File: config.mk
export PLATFORM = sky130hd
export DESIGN_NAME = gnfc_back
export DESIGN_NICKNAME = d
export VERILOG_FILES = /design/src/hw/rtl/gnfc_pkg.sv /design/src/hw/rtl/gnfc_back.sv
export SDC_FILE = /design/constraint.sdc
export NUM_CORES = 1
export LEC_CHECK = 0
export BUFFER_PORTS_ARGS = -buffer_cell sky130_fd_sc_hd__buf_2
export CAP_MARGIN = 0
export CORE_MARGIN = 5
export CORE_UTILIZATION = 42
export CTS_BUF_LIST = sky130_fd_sc_hd__clkbuf_8
export CTS_CLUSTER_DIAMETER = 100
export CTS_CLUSTER_SIZE = 25
export DETAILED_ROUTE_END_ITERATION = 10
export GPL_TIMING_DRIVEN = 0
export PLACE_DENSITY = 0.56
export SLEW_MARGIN = 25
export SYNTH_ARGS = -nofsm -noshare
export SYNTH_HDL_FRONTEND = slang
export SYNTH_SLANG_ARGS = --single-unit
File: constraint.sdc
create_clock -name clk_i -period 12.2 [get_ports clk_i]
set_input_delay 0.61 -clock clk_i [delete_from_list [all_inputs] [get_ports clk_i]]
set_output_delay 0.61 -clock clk_i [all_outputs]
set_load 0.005 [all_outputs]
File: src/hw/rtl/gnfc_pkg.sv
// ----------------------------------------------------------------------------
// gnfc_pkg
// Shared types and constants of the receiver frame checker.
// ----------------------------------------------------------------------------
package gnfc_pkg;

  localparam int unsigned LengthWidthDefault = 10;
  localparam int unsigned OutLenWidth = 10;
  localparam int unsigned QueueDepth = 2;

  localparam logic [7:0] Sync1 = 8'hB5;
  localparam logic [7:0] Sync2 = 8'h62;
  localparam logic [7:0] ChDollar = 8'h24;
  localparam logic [7:0] ChStar = 8'h2A;
  localparam logic [7:0] ChComma = 8'h2C;

  localparam logic [9:0] LimitReset = 10'd120;
  localparam logic [7:0] ClassReset = 8'h01;
  localparam logic [7:0] IdReset = 8'h3C;
  localparam logic [23:0] TypeReset = 24'h474741;

  typedef enum logic [1:0] {
    RegLimit = 2'd0,
    RegClass = 2'd1,
    RegId    = 2'd2,
    RegType  = 2'd3
  } reg_idx_e;

  typedef enum logic [2:0] {
    VerdictOk     = 3'd0,
    VerdictNoCk   = 3'd1,
    VerdictFields = 3'd2,
    VerdictBadCk  = 3'd3,
    VerdictHeader = 3'd4
  } verdict_e;

  // front-end classification of one byte
  typedef enum logic [2:0] {
    KindText   = 3'd0,
    KindDollar = 3'd1,
    KindSync   = 3'd2,
    KindOpen   = 3'd3,
    KindHeader = 3'd4,
    KindBody   = 3'd5,
    KindReject = 3'd6
  } kind_e;

  typedef struct packed {
    kind_e      kind;
    logic [7:0] data;
  } item_t;

  typedef struct packed {
    logic                   frame_kind;
    logic [2:0]             verdict;
    logic                   type_matches;
    logic [OutLenWidth-1:0] frame_length;
    logic [15:0]            received_check;
    logic [15:0]            computed_check;
  } result_t;

  function automatic logic [4:0] hex_of(input logic [7:0] b);
    logic [4:0] r;
    r = 5'h10;
    if (b >= 8'h30 && b <= 8'h39) r = {1'b0, b[3:0]};
    else if ((b >= 8'h41 && b <= 8'h46) || (b >= 8'h61 && b <= 8'h66))
      r = {1'b0, b[3:0] + 4'd9};
    return r;
  endfunction

endpackage

File: src/hw/rtl/gnfc_back.sv
// ----------------------------------------------------------------------------
// gnfc_back
// Runs sentence and message checksums and emits one result per frame.
// ----------------------------------------------------------------------------
module gnfc_back import gnfc_pkg::*; #(
  parameter int unsigned LengthWidth = LengthWidthDefault
) (
  input  logic        clk_i,
  input  logic        rst_ni,
  input  logic [23:0] type_i,
  input  logic        valid_i,
  input  item_t       item_i,
  output logic        pop_o,
  output logic        res_valid_o,
  output result_t     res_o,
  input  logic        res_ready_i
);

  localparam logic [LengthWidth-1:0] LenMax = '1;

  logic [LengthWidth-1:0] tcnt_q, tcnt_d;
  logic [7:0]  xor_q, xor_d, hexv_q, hexv_d;
  logic        star_q, star_d, hstop_q, hstop_d;
  logic [1:0]  hcnt_q, hcnt_d, ff_q, ff_d;
  logic [2:0]  tm_q, tm_d;
  logic [1:0]  bh_q, bh_d;
  logic [15:0] blen_q, blen_d, bleft_q, bleft_d;
  logic [15:0] fs_q, fs_d, last_q, last_d;
  logic        ov_q;
  result_t     out_q, r;
  logic        emit;
  logic [7:0]  b, sa, sb;
  logic [4:0]  hx;
  logic [2:0]  tv;
  logic [OutLenWidth-1:0] tlen, blen_cap;

  assign b = item_i.data;
  assign pop_o = valid_i && (!ov_q || res_ready_i);
  assign res_valid_o = ov_q;
  assign res_o = out_q;
  assign hx = hex_of(b);
  assign sa = fs_q[15:8] + b;
  assign sb = fs_q[7:0] + sa;

  always_comb begin
    if (LengthWidth > OutLenWidth && tcnt_q > LengthWidth'(1023)) tlen = '1;
    else tlen = OutLenWidth'(tcnt_q);
    if (blen_d > 16'd1023) blen_cap = '1;
    else blen_cap = blen_d[OutLenWidth-1:0];
    if (!star_q || hcnt_q == 2'd0) tv = VerdictNoCk;
    else if (!ff_q[1]) tv = VerdictFields;
    else if (hexv_q != xor_q) tv = VerdictBadCk;
    else tv = VerdictOk;
  end

  always_comb begin
    tcnt_d = tcnt_q; xor_d = xor_q; hexv_d = hexv_q; star_d = star_q;
    hstop_d = hstop_q; hcnt_d = hcnt_q; ff_d = ff_q; tm_d = tm_q;
    bh_d = bh_q; blen_d = blen_q; bleft_d = bleft_q; fs_d = fs_q;
    last_d = last_q;
    emit = 1'b0;
    r = '0;
    r.frame_kind = 1'b0;
    r.verdict = tv;
    r.type_matches = tm_q == 3'b111;
    r.frame_length = tlen;
    r.received_check = {8'd0, hexv_q};
    r.computed_check = {8'd0, xor_q};
    if (pop_o) begin
      if (item_i.kind == KindDollar || item_i.kind == KindOpen) begin
        emit = tcnt_q != '0;
        tcnt_d = '0; xor_d = '0; hexv_d = '0; star_d = 1'b0; hstop_d = 1'b0;
        hcnt_d = '0; ff_d = '0; tm_d = '0;
      end
      case (item_i.kind)
        KindOpen: begin
          bh_d = '0; fs_d = '0; last_d = '0; blen_d = '0;
        end
        KindHeader, KindReject: begin
          fs_d = {sa, sb};
          bh_d = bh_q + 2'd1;
          if (bh_q == 2'd2) blen_d = {8'd0, b};
          if (bh_q == 2'd3) begin
            blen_d = {b, blen_q[7:0]};
            bleft_d = blen_d + 16'd2;
            if (item_i.kind == KindReject) begin
              emit = 1'b1;
              r = '0;
              r.frame_kind = 1'b1;
              r.verdict = VerdictHeader;
              r.frame_length = blen_cap;
            end
          end
        end
        KindBody: begin
          if (bleft_q > 16'd2) fs_d = {sa, sb};
          else last_d = {last_q[7:0], b};
          bleft_d = bleft_q - 16'd1;
          if (bleft_q == 16'd1) begin
            emit = 1'b1;
            r = '0;
            r.frame_kind = 1'b1;
            r.verdict = (last_d == fs_q) ? VerdictOk : VerdictBadCk;
            r.frame_length = blen_q > 16'd1023 ? '1 : blen_q[OutLenWidth-1:0];
            r.received_check = last_d;
            r.computed_check = fs_q;
          end
        end
        default: ;
      endcase
      if (item_i.kind == KindText || item_i.kind == KindDollar) begin
        if (tcnt_d < LenMax) tcnt_d = tcnt_d + LengthWidth'(1);
        if (!star_d) begin
          if (b == ChStar) star_d = 1'b1;
          else begin
            if (b != ChDollar) xor_d = xor_d ^ b;
            if (ff_d[0]) ff_d[1] = 1'b1;
            else if (b == ChComma) ff_d[0] = 1'b1;
            else if (tcnt_q == LengthWidth'(3) && item_i.kind == KindText)
              tm_d[0] = b == type_i[23:16];
            else if (tcnt_q == LengthWidth'(4) && item_i.kind == KindText)
              tm_d[1] = b == type_i[15:8];
            else if (tcnt_q == LengthWidth'(5) && item_i.kind == KindText)
              tm_d[2] = b == type_i[7:0];
          end
        end else if (!hstop_d && hcnt_d < 2'd2) begin
          if (hx[4]) hstop_d = 1'b1;
          else begin
            hexv_d = {hexv_d[3:0], hx[3:0]};
            hcnt_d = hcnt_d + 2'd1;
          end
        end
      end
    end
  end

  always_ff @(posedge clk_i or negedge rst_ni) begin
    if (!rst_ni) begin
      tcnt_q <= '0; xor_q <= '0; hexv_q <= '0; star_q <= 1'b0; hstop_q <= 1'b0;
      hcnt_q <= '0; ff_q <= '0; tm_q <= '0; bh_q <= '0; blen_q <= '0;
      bleft_q <= '0; fs_q <= '0; last_q <= '0; ov_q <= 1'b0;
    end else begin
      tcnt_q <= tcnt_d; xor_q <= xor_d; hexv_q <= hexv_d; star_q <= star_d;
      hstop_q <= hstop_d; hcnt_q <= hcnt_d; ff_q <= ff_d; tm_q <= tm_d;
      bh_q <= bh_d; blen_q <= blen_d; bleft_q <= bleft_d; fs_q <= fs_d;
      last_q <= last_d;
      if (emit) ov_q <= 1'b1;
      else if (res_ready_i) ov_q <= 1'b0;
    end
  end

  always_ff @(posedge clk_i) begin
    if (emit) out_q <= r;
  end

  a_hold: assert property (@(posedge clk_i) disable iff (!rst_ni)
    ov_q && !res_ready_i |=> ov_q) else $error("result lost");
  a_no_pop_stall: assert property (@(posedge clk_i) disable iff (!rst_ni)
    ov_q && !res_ready_i |-> !pop_o) else $error("pop while result stalled");
  a_verdict: assert property (@(posedge clk_i) disable iff (!rst_ni)
    ov_q |-> out_q.verdict <= VerdictHeader) else $error("bad verdict code");

endmodule

==> summary.md, run 1 <==
| Metric | Value |
|---|---|
| PwrDens | 172 nW/um^2 |
| All-Layer GR Usage | 0.237 |
| Ys Warns | 0 |
| Vias in the first global route | 7770 |
| Final Util | 0.484 |
| Arrival time worst endpoint | 3770 ps |
| Post-CTS Setup Bufs | 0 |
| CP Max Fanout | 10 |
| Met2 Routed Length | 12700 um |
| Most common cell after layout, fill and taps aside | nand2_1 |
| Yosys reg bits | 149 |
| Share of layout cells above drive strength 1 | 0.155 |
| CTS Sinks | 149 |
| Worst path slowest cell | a2111oi_2 |
| Largest net degree at the start of global routing | 59 |
| Setup TNS Final | 0 ps |
| Post-synth ARST share | 0.685 |
| # diodes | 0 |
| Clock slew at reported path FFs | 100 ps |
| H-tree Lvls | 4 |
| Clock network power share | 0.209 |
| Fmax | 291 MHz |
| Most frequent cells in the layout | nand2_1 (145), dfrtp_1 (102), buf_2 (98) |
| Leak | 0.00423 uW |
| Clock Latency Late Sink | 480 ps |
| Outcome | complete, no violations |
| Final WL | 28200 um |
| Post-Syn Area per Cell | 9.33 um^2 |
| Detail Route Antenna Nets | 0 |
| I/O pin count | 88 |
| Sequential area share after synthesis | 0.445 |
| Switching Power | 716 uW |
| First DRT Iteration DRCs | 775 |
| Skew final | 19.7 ps |
| DP Wirelength | 20700 um |
| Setup violators final | 0 |
| Slew HR | 0.301 |
| Top layer in use | met4 |
| Area grow syn2layout | 13.9% |
| Total number of vias | 7870 |
| Crit path capture type | register |
| RR Startpoint | res_valid_o |
| Min Tclk post-route | 3440 ps |
| Nets | 1131 |
| Setup CP Type | in -> reg |
| CTS tree | built |
| RR Endpoint | res_o[43] |
| Die X | 156 um |
| Post-synthesis cell area | 8900 um^2 |
| Design area | 10100 um^2 |
| Die ar. | 24200 um^2 |
| Worst reg-to-reg path cell count | 8 |
| Initial antenna violation count | 0 |
| Hold Vio Cnt, Final | 0 |
| Synthesized instance count | 954 |
| Comb pwr share | 0.360 |
| CTS Buf Count | 17 |
| Non-Filler Instances | 1351 |
| Least-Margin Pin Slew | 1050 ps |
| Final Max Tran Viols | 0 |
| WP data required | 12530 ps |
| Fin crit share | 0.282 |
| CP max stage delay | 730 ps |
| Met3 wire length | 2090 um |
| Setup crit start kind | input port |
| Post_cts resized | 0 |
| Gpl congestion | 0.898 |
| Max Cap Viol | 0 |
| Met1 WL | 12800 um |
| CTS hold repair buffers | 0 |
| Avg WL per Cell | 20.9 um |
| Starting Density | 0.425 |
| Cell breakdown of the critical path | buf_2, clkbuf_1, inv_1, ha_1, o21bai_1, a2111oi_2, a41oi_1, nor3_2, o32ai_1, nand2_1, o41ai_1 |
| Switching share of total power | 0.411 |
| R2r setup slk | 8780 ps |
| Number of port buffers | 87 |
| Drt drc | 0 |
| Area after DPL | 9780 um^2 |
| Inst Count DP | 1319 |
| First-pass GRT wire length | 44300 um |
| VDD IR max | 0.0981 mV |
| Internal power | 1030 uW |
| Core ar. | 21000 um^2 |
| Post-synth cell types | 74 |
| DR pass1 iterations | 7 |
| Tightest Hold Check Type | in -> async |
| Number of flops mapped to enable cells by yosys | 47 |
| Vias per cell | 5.83 |
| Seq pwr share | 0.431 |
| Clock buffer depth | 2 |
| Dominant synthesized flop cell | dfrtp_1 |
| # rows | 53 |
| Syn Nets | 1022 |
| GRT overflow | 0 |
| CTS root buf | clkbuf_8 |
| DIE HEIGHT | 156 um |
| Unrepaired setup endpoints after global routing | false |
[layer usage]
layer / up-vias / track usage
met1: 3820 / 0.339
met5: - / 0
met3: 47 / 0.0449
li1: 3667 / -
met2: 336 / 0.365
met4: 0 / 0.0763
[critical path: cells and delay by family]
kind / cells / cell delay [ps]
AOI/OAI and AO/OA: 5 / 1320
buffers and inverters: 3 / 930
and+or+nand+nor: 2 / 650
adders and majority gates: 1 / 240
[stage by stage]
step	power (uW)	hold slack, ps	worst slack, ps
2_1_floorplan	1180	314	6730
3_3_place_gp	1370	480	3960
3_5_place_dp	1380	492	8400
4_1_cts	1740	61.0	8820
5_1_grt	1860	65.4	8570
6_report	1740	48.7	8760
[layout make-up]
class                   count  area (um^2)
flip-flops and latches    149         3960
fillers                  2068        10800
clock inverters            15          120
well taps                 275          344
repair buffers             90          524
inverters                  31          116
multi-input cells         722         4600
plain buffers              52          229
clock buffers              17          234
[worst max path at each step]
stage / start / cells after the start / to
detailed placement: item_i[1] / 11 / hexv_q[3]
global route: item_i[1] / 11 / hexv_q[3]
floorplan: res_ready_i / 6 / res_o[0]
finish: item_i[1] / 11 / hexv_q[3]
CTS: res_valid_o / 8 / res_o[43]
global placement: res_ready_i / 7 / res_o[45]
[cell families (layout without fill, tap and decap cells)]
logic type / Yosys count / after routing / share of synthesized area
flip-flops: 149 / 149 / 0.445
XOR/XNOR: 88 / 88 / 0.0866
adder cells (fa/ha/maj): 29 / 29 / 0.0425
AND/OR/NAND/NOR: 358 / 358 / 0.197
AO/OA/AOI/OAI: 242 / 242 / 0.184
buffers and inverters: 83 / 205 / 0.0388
multiplexers: 5 / 5 / 0.00576
[power groups by stage]
stage	clock, uW	combinational, uW	sequential (uW)
after CTS	368	624	747
after detailed placement	0	622	757
after floorplan	0	467	710
final	364	627	751
after global routing	389	705	763
after global placement	0	605	761
[state kept, by name, summed over array words and instances, names as in the netlist]
register / flops
xor_q: 8
bh_q: 2
blen_q: 16
res_valid_o: 1
hstop_q: 1
ff_q: 2
star_q: 1
tcnt_q: 10
tm_q: 3
hexv_q: 8
fs_q: 16
bleft_q: 16
last_q: 16
hcnt_q: 2
res_o: 47
[cell usage after synthesis (4+ instances only)]
master	count	area, um^2
a21o_1	10	75.1
and2_1	9	56.3
a22o_1	21	184
and3_1	8	50.1
nor2b_1	4	25.0
xnor2_1	37	324
dfrtp_1	102	2550
ha_1	27	338
a32o_1	10	100
o221ai_2	10	150
o31ai_1	8	60.1
xor2_1	51	447
inv_1	31	116
mux2i_1	4	40.0
clkbuf_1	30	113
o21ai_0	81	405
nand2b_1	13	81.3
and4_1	4	35.0
nand4_1	12	75.1
nor4_1	11	68.8
a22oi_1	4	30.0
o22ai_1	5	31.3
buf_2	12	60.1
nand3_1	58	290
buf_1	6	22.5
nor2_1	51	191
nand2_1	145	544
a21oi_1	61	305
nor3_1	18	90.1
edfxtp_1	47	1410
(Power assumes the default switching activity.)
==> run 2, diff against run 1 <==
PLACE_DENSITY = 0.58   (was 0.56)
clock period = 3.1 ns   (was 12.2 ns; I/O delays follow)
==> summary.md, run 2 (synthesis results as in run 1) <==
| Metric | Value |
|---|---|
| Worst reg-to-reg path cell count | 8 (unchanged) |
| Inst Count DP | 1319 (unchanged) |
| Leak | 0.00431 uW (was 0.00423 uW) |
| Setup slack after placement | -266 ps (was 8400 ps) |
| Final WS setup | 116 ps (was 8760 ps) |
| RR Startpoint | bleft_q[14] (was res_valid_o) |
| Final Max Tran Viols | 0 (unchanged) |
| H-tree Lvls | 4 (unchanged) |
| Initial antenna violation count | 0 (unchanged) |
| Max Cap Viol | 0 (unchanged) |
| Starting Density | 0.425 (unchanged) |
| Fmax | 335 MHz |
| # diodes | 0 (unchanged) |
| Die ar. | 24200 um^2 (unchanged) |
| Hold path depth | 2 |
| CTS tree | built (unchanged) |
| Detail Route Antenna Nets | 0 (unchanged) |
| PwrDens | 690 nW/um^2 (was 172 nW/um^2) |
| Gpl congestion | 0.896 (was 0.898) |
| Slew HR | 0.280 (was 0.301) |
| Largest net degree at the start of global routing | 53 (was 59) |
| Vias per cell | 5.75 (was 5.83) |
| RR Endpoint | res_o[43] (unchanged) |
| Core ar. | 21000 um^2 (unchanged) |
| CTS Sinks | 149 (unchanged) |
| Setup CP Type | reg -> reg (was in -> reg) |
| Crit path from | bleft_q[14] (was item_i[1]) |
| Tightest Hold Check Type | in -> reg (was in -> async) |
| Final Util | 0.491 (was 0.484) |
| Non-Filler Instances | 1358 (was 1351) |
| Number of port buffers | 87 (unchanged) |
| DIE HEIGHT | 156 um (unchanged) |
| Crit path capture type | register (unchanged) |
| Setup violators final | 0 (unchanged) |
| Skew final | 12.1 ps (was 19.7 ps) |
| CP Max Fanout | 7 (was 10) |
| First-pass GRT wire length | 43600 um (was 44300 um) |
| Clock Latency Late Sink | 470 ps (was 480 ps) |
| Most common cell after layout, fill and taps aside | nand2_1 (unchanged) |
| Hold Vio Cnt, Final | 0 (unchanged) |
| Least-Margin Pin Slew | 1080 ps (was 1050 ps) |
| Drt drc | 0 (unchanged) |
| Clock slew at reported path FFs | 80 ps (was 100 ps) |
| Nets | 1138 (was 1131) |
| VDD IR max | 0.344 mV (was 0.0981 mV) |
| WP data required | 3300 ps (was 12530 ps) |
| Clock buffer depth | 2 (unchanged) |
| CTS root buf | clkbuf_8 (unchanged) |
| Arrival time worst endpoint | 3190 ps (was 3770 ps) |
| Outcome | complete, no violations (unchanged) |
| GRT overflow | 0 (unchanged) |
| Crit path to | res_o[43] (was hexv_q[3]) |
| First DRT Iteration DRCs | 837 (was 775) |
| Max reg flops | 47 (unchanged) |
| Die X | 156 um (unchanged) |
| Final WL | 27700 um (was 28200 um) |
| # rows | 53 (unchanged) |
| R2r setup slk | 120 ps (was 8780 ps) |
| All-Layer GR Usage | 0.233 (was 0.237) |
| DR pass1 iterations | 6 (was 7) |
| Avg WL per Cell | 20.4 um (was 20.9 um) |
| Min Tclk post-route | 2980 ps |
| I/O pin count | 88 (unchanged) |
| CTS Buf Count | 17 (unchanged) |
| Setup crit start kind | register (was input port) |
| DP Wirelength | 20500 um (was 20700 um) |
| Fin crit share | 0.962 |
| Total number of vias | 7808 (was 7870) |
| Area grow syn2layout | 15.7% (was 13.9%) |
| Share of layout cells above drive strength 1 | 0.168 (was 0.155) |
| Most frequent cells in the layout | nand2_1 (144), dfrtp_1 (101), buf_2 (98) (was nand2_1 (145), dfrtp_1 (102), buf_2 (98)) |
| Vias in the first global route | 7670 (was 7770) |
==> run 2: layer usage <==
layer	GRT usage	wire [um]	vias up
met4	0.0754	666	0
met2	0.361	12400	300
met5	0	0	-
met1	0.331	12700	3783
li1	-	-	3676
met3	0.0458	1970	49
==> run 2: how the worst min path moves through the flow <==
stage,startpoint,endpoint,slack (ps)
after floorplan,rst_ni,bh_q[0],-140
after CTS,item_i[5],blen_q[13],80
after global routing,item_i[5],blen_q[13],90
final,item_i[5],blen_q[13],110
after global placement,tm_q[0],tm_q[0],480
after detailed placement,rst_ni,fs_q[14],160
==> run 2: what timing repair did <==
| item | 4_1_cts | 5_1_grt |
|---|---|---|
| pin swaps | 1 | 4 |
| endpoints found under the hold margin | 51 | 0 |
| resized for setup | 1 | 15 |
| buffers inserted | 1 | 5 |
| endpoints found under the setup margin | 39 | 26 |
| hold buffers | 1 | 0 |
==> run 2: worst max-delay path, stage by stage, from the launching register on <==
cell and delay (ps):
dfrtp_1 430, nor4_2 450, nand4_2 330, nor2_4 310, nand4_1 150, a2111oi_1 430, nand4_1 270, a22oi_1 260
a21oi_1 100
==> run 2: area by class of cell <==
type	instances	area [um^2]
fillers	2036	10700
inverters	31	116
flip-flops and latches	149	3970
well taps	275	344
plain buffers	52	231
clock buffers	17	234
multi-input cells	722	4650
repair buffers	97	579
clock inverters	15	179
==> run 2: metrics by stage <==
step | hold slack, ps | instance area (um^2) | power (uW) | TNS, ps
2_1_floorplan | -141 | 8900 | 4630 | 0
3_3_place_gp | 482 | 9680 | 5370 | -68160
3_5_place_dp | 158 | 9780 | 5420 | -6590
4_1_cts | 83.9 | 10200 | 7050 | 0
5_1_grt | 90.1 | 10300 | 7610 | -17.5
6_report | 107 | 10300 | 7110 | 0
==> run 2: power by group <==
part / internal (uW) / switching, uW / total (uW)
combinational: 1100 / 1430 / 2530
sequential: 2410 / 546 / 2960
clock: 801 / 819 / 1620
total: 4320 / 2790 / 7110
==> run 3, diff against run 2 <==
ABC_CLOCK_PERIOD_IN_PS = 3100   (was not set)
BUFFER_PORTS_ARGS = not set   (was -buffer_cell sky130_fd_sc_hd__buf_2)
DONT_BUFFER_PORTS = 1   (was not set)
PLACE_DENSITY = 0.55   (was 0.58)
==> summary.md, run 3 (synthesis results as in run 1) <==
| Metric | Value |
|---|---|
| Area grow syn2layout | 11.7% (was 15.7%) |
| VDD IR max | 0.409 mV (was 0.344 mV) |
| Setup violators final | 0 (unchanged) |
| Die X | 156 um (unchanged) |
| Final WL | 28800 um (was 27700 um) |
| Gpl congestion | 0.909 (was 0.896) |
| Internal power | 4310 uW (was 4320 uW) |
| All-Layer GR Usage | 0.238 (was 0.233) |
| Fin crit share | 0.945 (was 0.962) |
| Min Tclk post-route | 2930 ps (was 2980 ps) |
| Final Power | 7170 uW (was 7110 uW) |
| # rows | 53 (unchanged) |
| WP data required | 3290 ps (was 3300 ps) |
| Non-Filler Instances | 1278 (was 1358) |
| Comb pwr share | 0.348 (was 0.356) |
| Clock buffer depth | 2 (unchanged) |
| Worst reg-to-reg path cell count | 7 (was 8) |
| Critical hold path startpoint | res_ready_i (was item_i[5]) |
| GR Util met1 | 0.346 (was 0.331) |
| Most frequent cells in the layout | nand2_1 (144), dfrtp_1 (100), o21ai_0 (80) (was nand2_1 (144), dfrtp_1 (101), buf_2 (98)) |
| Setup crit start kind | register (unchanged) |
| Initial antenna violation count | 0 (unchanged) |
| Grt peak-use layer | met2 (unchanged) |
| H-tree Lvls | 4 (unchanged) |
| CTS tree | built (unchanged) |
| First DRT Iteration DRCs | 798 (was 837) |
| Fmax | 341 MHz (was 335 MHz) |
| Share of layout cells above drive strength 1 | 0.0967 (was 0.168) |
| RR Startpoint | bleft_q[2] (was bleft_q[14]) |
| Skew final | 19.2 ps (was 12.1 ps) |
| Nets | 1058 (was 1138) |
| Max Cap Viol | 0 (unchanged) |
| Total number of vias | 7637 (was 7808) |
| I/O pin count | 88 (unchanged) |
| M3 GR Usage | 0.0438 (was 0.0458) |
| Clock Latency Late Sink | 470 ps (about the same) |
| Tightest Hold Check Type | in -> reg (unchanged) |
| Unrepaired setup endpoints after global routing | true |
| Inst Count DP | 1231 (was 1319) |
| Final Max Tran Viols | 0 (unchanged) |
| First-pass GRT wire length | 44400 um (was 43600 um) |
| Least-Margin Pin Slew | 1010 ps (was 1080 ps) |
| CP Max Fanout | 7 (unchanged) |
| Switching share of total power | 0.399 (was 0.393) |
| Met2 Usage GRT | 0.360 (was 0.361) |
| Detail Route Antenna Nets | 0 (unchanged) |
| Vias per cell | 5.98 (was 5.75) |
| Switching Power | 2860 uW (was 2790 uW) |
| Starting Density | 0.425 (unchanged) |
| End of the worst hold path | res_valid_o (was blen_q[13]) |
| Crit path capture type | register (unchanged) |
| Outcome | complete, no violations (unchanged) |
| Largest net degree at the start of global routing | 103 (was 53) |
| Seq pwr share | 0.417 (was 0.416) |
| Hold Vio Cnt, Final | 0 (unchanged) |
| Most common cell after layout, fill and taps aside | nand2_1 (unchanged) |
| Max reg flops | 47 (unchanged) |
| GRT overflow | 0 (unchanged) |
| Slew HR | 0.328 (was 0.280) |
| Setup TNS Final | 0 ps (unchanged) |
| Vias in the first global route | 7389 (was 7670) |
| Clock network power share | 0.235 (was 0.228) |
| Hold path depth | 2 (unchanged) |
| R2r setup slk | 170 ps (was 120 ps) |
| DIE HEIGHT | 156 um (unchanged) |
| Number of port buffers | 0 (was 87) |
| Arrival time worst endpoint | 3120 ps (was 3190 ps) |
| Drt drc | 0 (unchanged) |
| # diodes | 0 (unchanged) |
| RR Endpoint | res_o[44] (was res_o[43]) |
| Die ar. | 24200 um^2 (unchanged) |
| Avg WL per Cell | 22.5 um (was 20.4 um) |
| CTS Sinks | 149 (unchanged) |
| DR pass1 iterations | 6 (unchanged) |
| Clock slew at reported path FFs | 90 ps (was 80 ps) |
| PwrDens | 722 nW/um^2 (was 690 nW/um^2) |
| Leak | 0.00398 uW (was 0.00431 uW) |
| CTS Buf Count | 17 (unchanged) |
| CTS root buf | clkbuf_8 (unchanged) |
| Setup CP Type | reg -> reg (unchanged) |
| DP Wirelength | 20500 um (about the same) |
| Core ar. | 21000 um^2 (unchanged) |
## run 3: power groups by stage
| stage | Combinational (uW) | Sequential [uW] | Clock, uW |
|---|---|---|---|
| after CTS | 2380 | 2970 | 1720 |
| after global placement | 2280 | 3010 | 0 |
| after global routing | 2790 | 3040 | 1800 |
| final | 2490 | 2990 | 1690 |
| after detailed placement | 2320 | 3000 | 0 |
| after floorplan | 1840 | 2790 | 0 |
## run 3: stage by stage
| stage | cell area, um^2 | setup slack, ps | hold WS, ps | utilization |
|---|---|---|---|---|
| 2_1_floorplan | 8900 | 53.2 | -141 | - |
| 3_3_place_gp | 9250 | -1560 | -135 | 0.441 |
| 3_5_place_dp | 9310 | -320 | -134 | 0.444 |
| 4_1_cts | 9870 | 22.1 | 5.45 | 0.471 |
| 5_1_grt | 9940 | -26.9 | 37.8 | 0.474 |
| 6_report | 9940 | 170 | 36.2 | 0.474 |
## run 3: worst max-delay path: stages, from the launching register on
cell and delay [ps]:
dfrtp_1 460, or4_1 570, nor4_4 310, nand3_1 240, a2111oi_1 480, nand4_1 260, o21ai_0 210, nand2_1 140
## run 3: how the worst max path moves through the flow
stage / startpoint / endpoint / slack (ps) / depth (start not counted)
detailed placement: res_valid_o / res_o[44] / -320 / 8
CTS: res_valid_o / res_o[44] / 20 / 8
global route: bleft_q[14] / res_o[44] / -30 / 8
floorplan: res_valid_o / res_o[0] / 50 / 6
finish: bleft_q[2] / res_o[44] / 170 / 7
global placement: res_valid_o / res_o[44] / -1560 / 6
## run 3: cell type report
cell class | count | area [um^2]
fill | 2088 | 11000
clock inverter | 15 | 193
clock buffer | 17 | 234
inverter | 31 | 116
tap | 275 | 344
buffer | 52 | 231
timing repair buffer | 17 | 213
multi-input combinational | 722 | 4640
sequential | 149 | 3970
## run 3: timing repair
| item | 4_1_cts | 5_1_grt |
|---|---|---|
| pin swaps | 0 | 5 |
| buffers inserted | 0 | 4 |
| setup endpoints to repair | 44 | 31 |
| gates resized for setup | 2 | 14 |
| hold buffers | 11 | 0 |
| endpoints found under the hold margin | 112 | 0 |
| gates cloned | 0 | 0 |
## run 3: per-layer routing
metal  share of wire  vias to the layer above
met1            0.48                     3795
met3           0.055                       47
met4           0.025                        0
met2            0.44                      283
li1                -                     3512
met5               0                        -
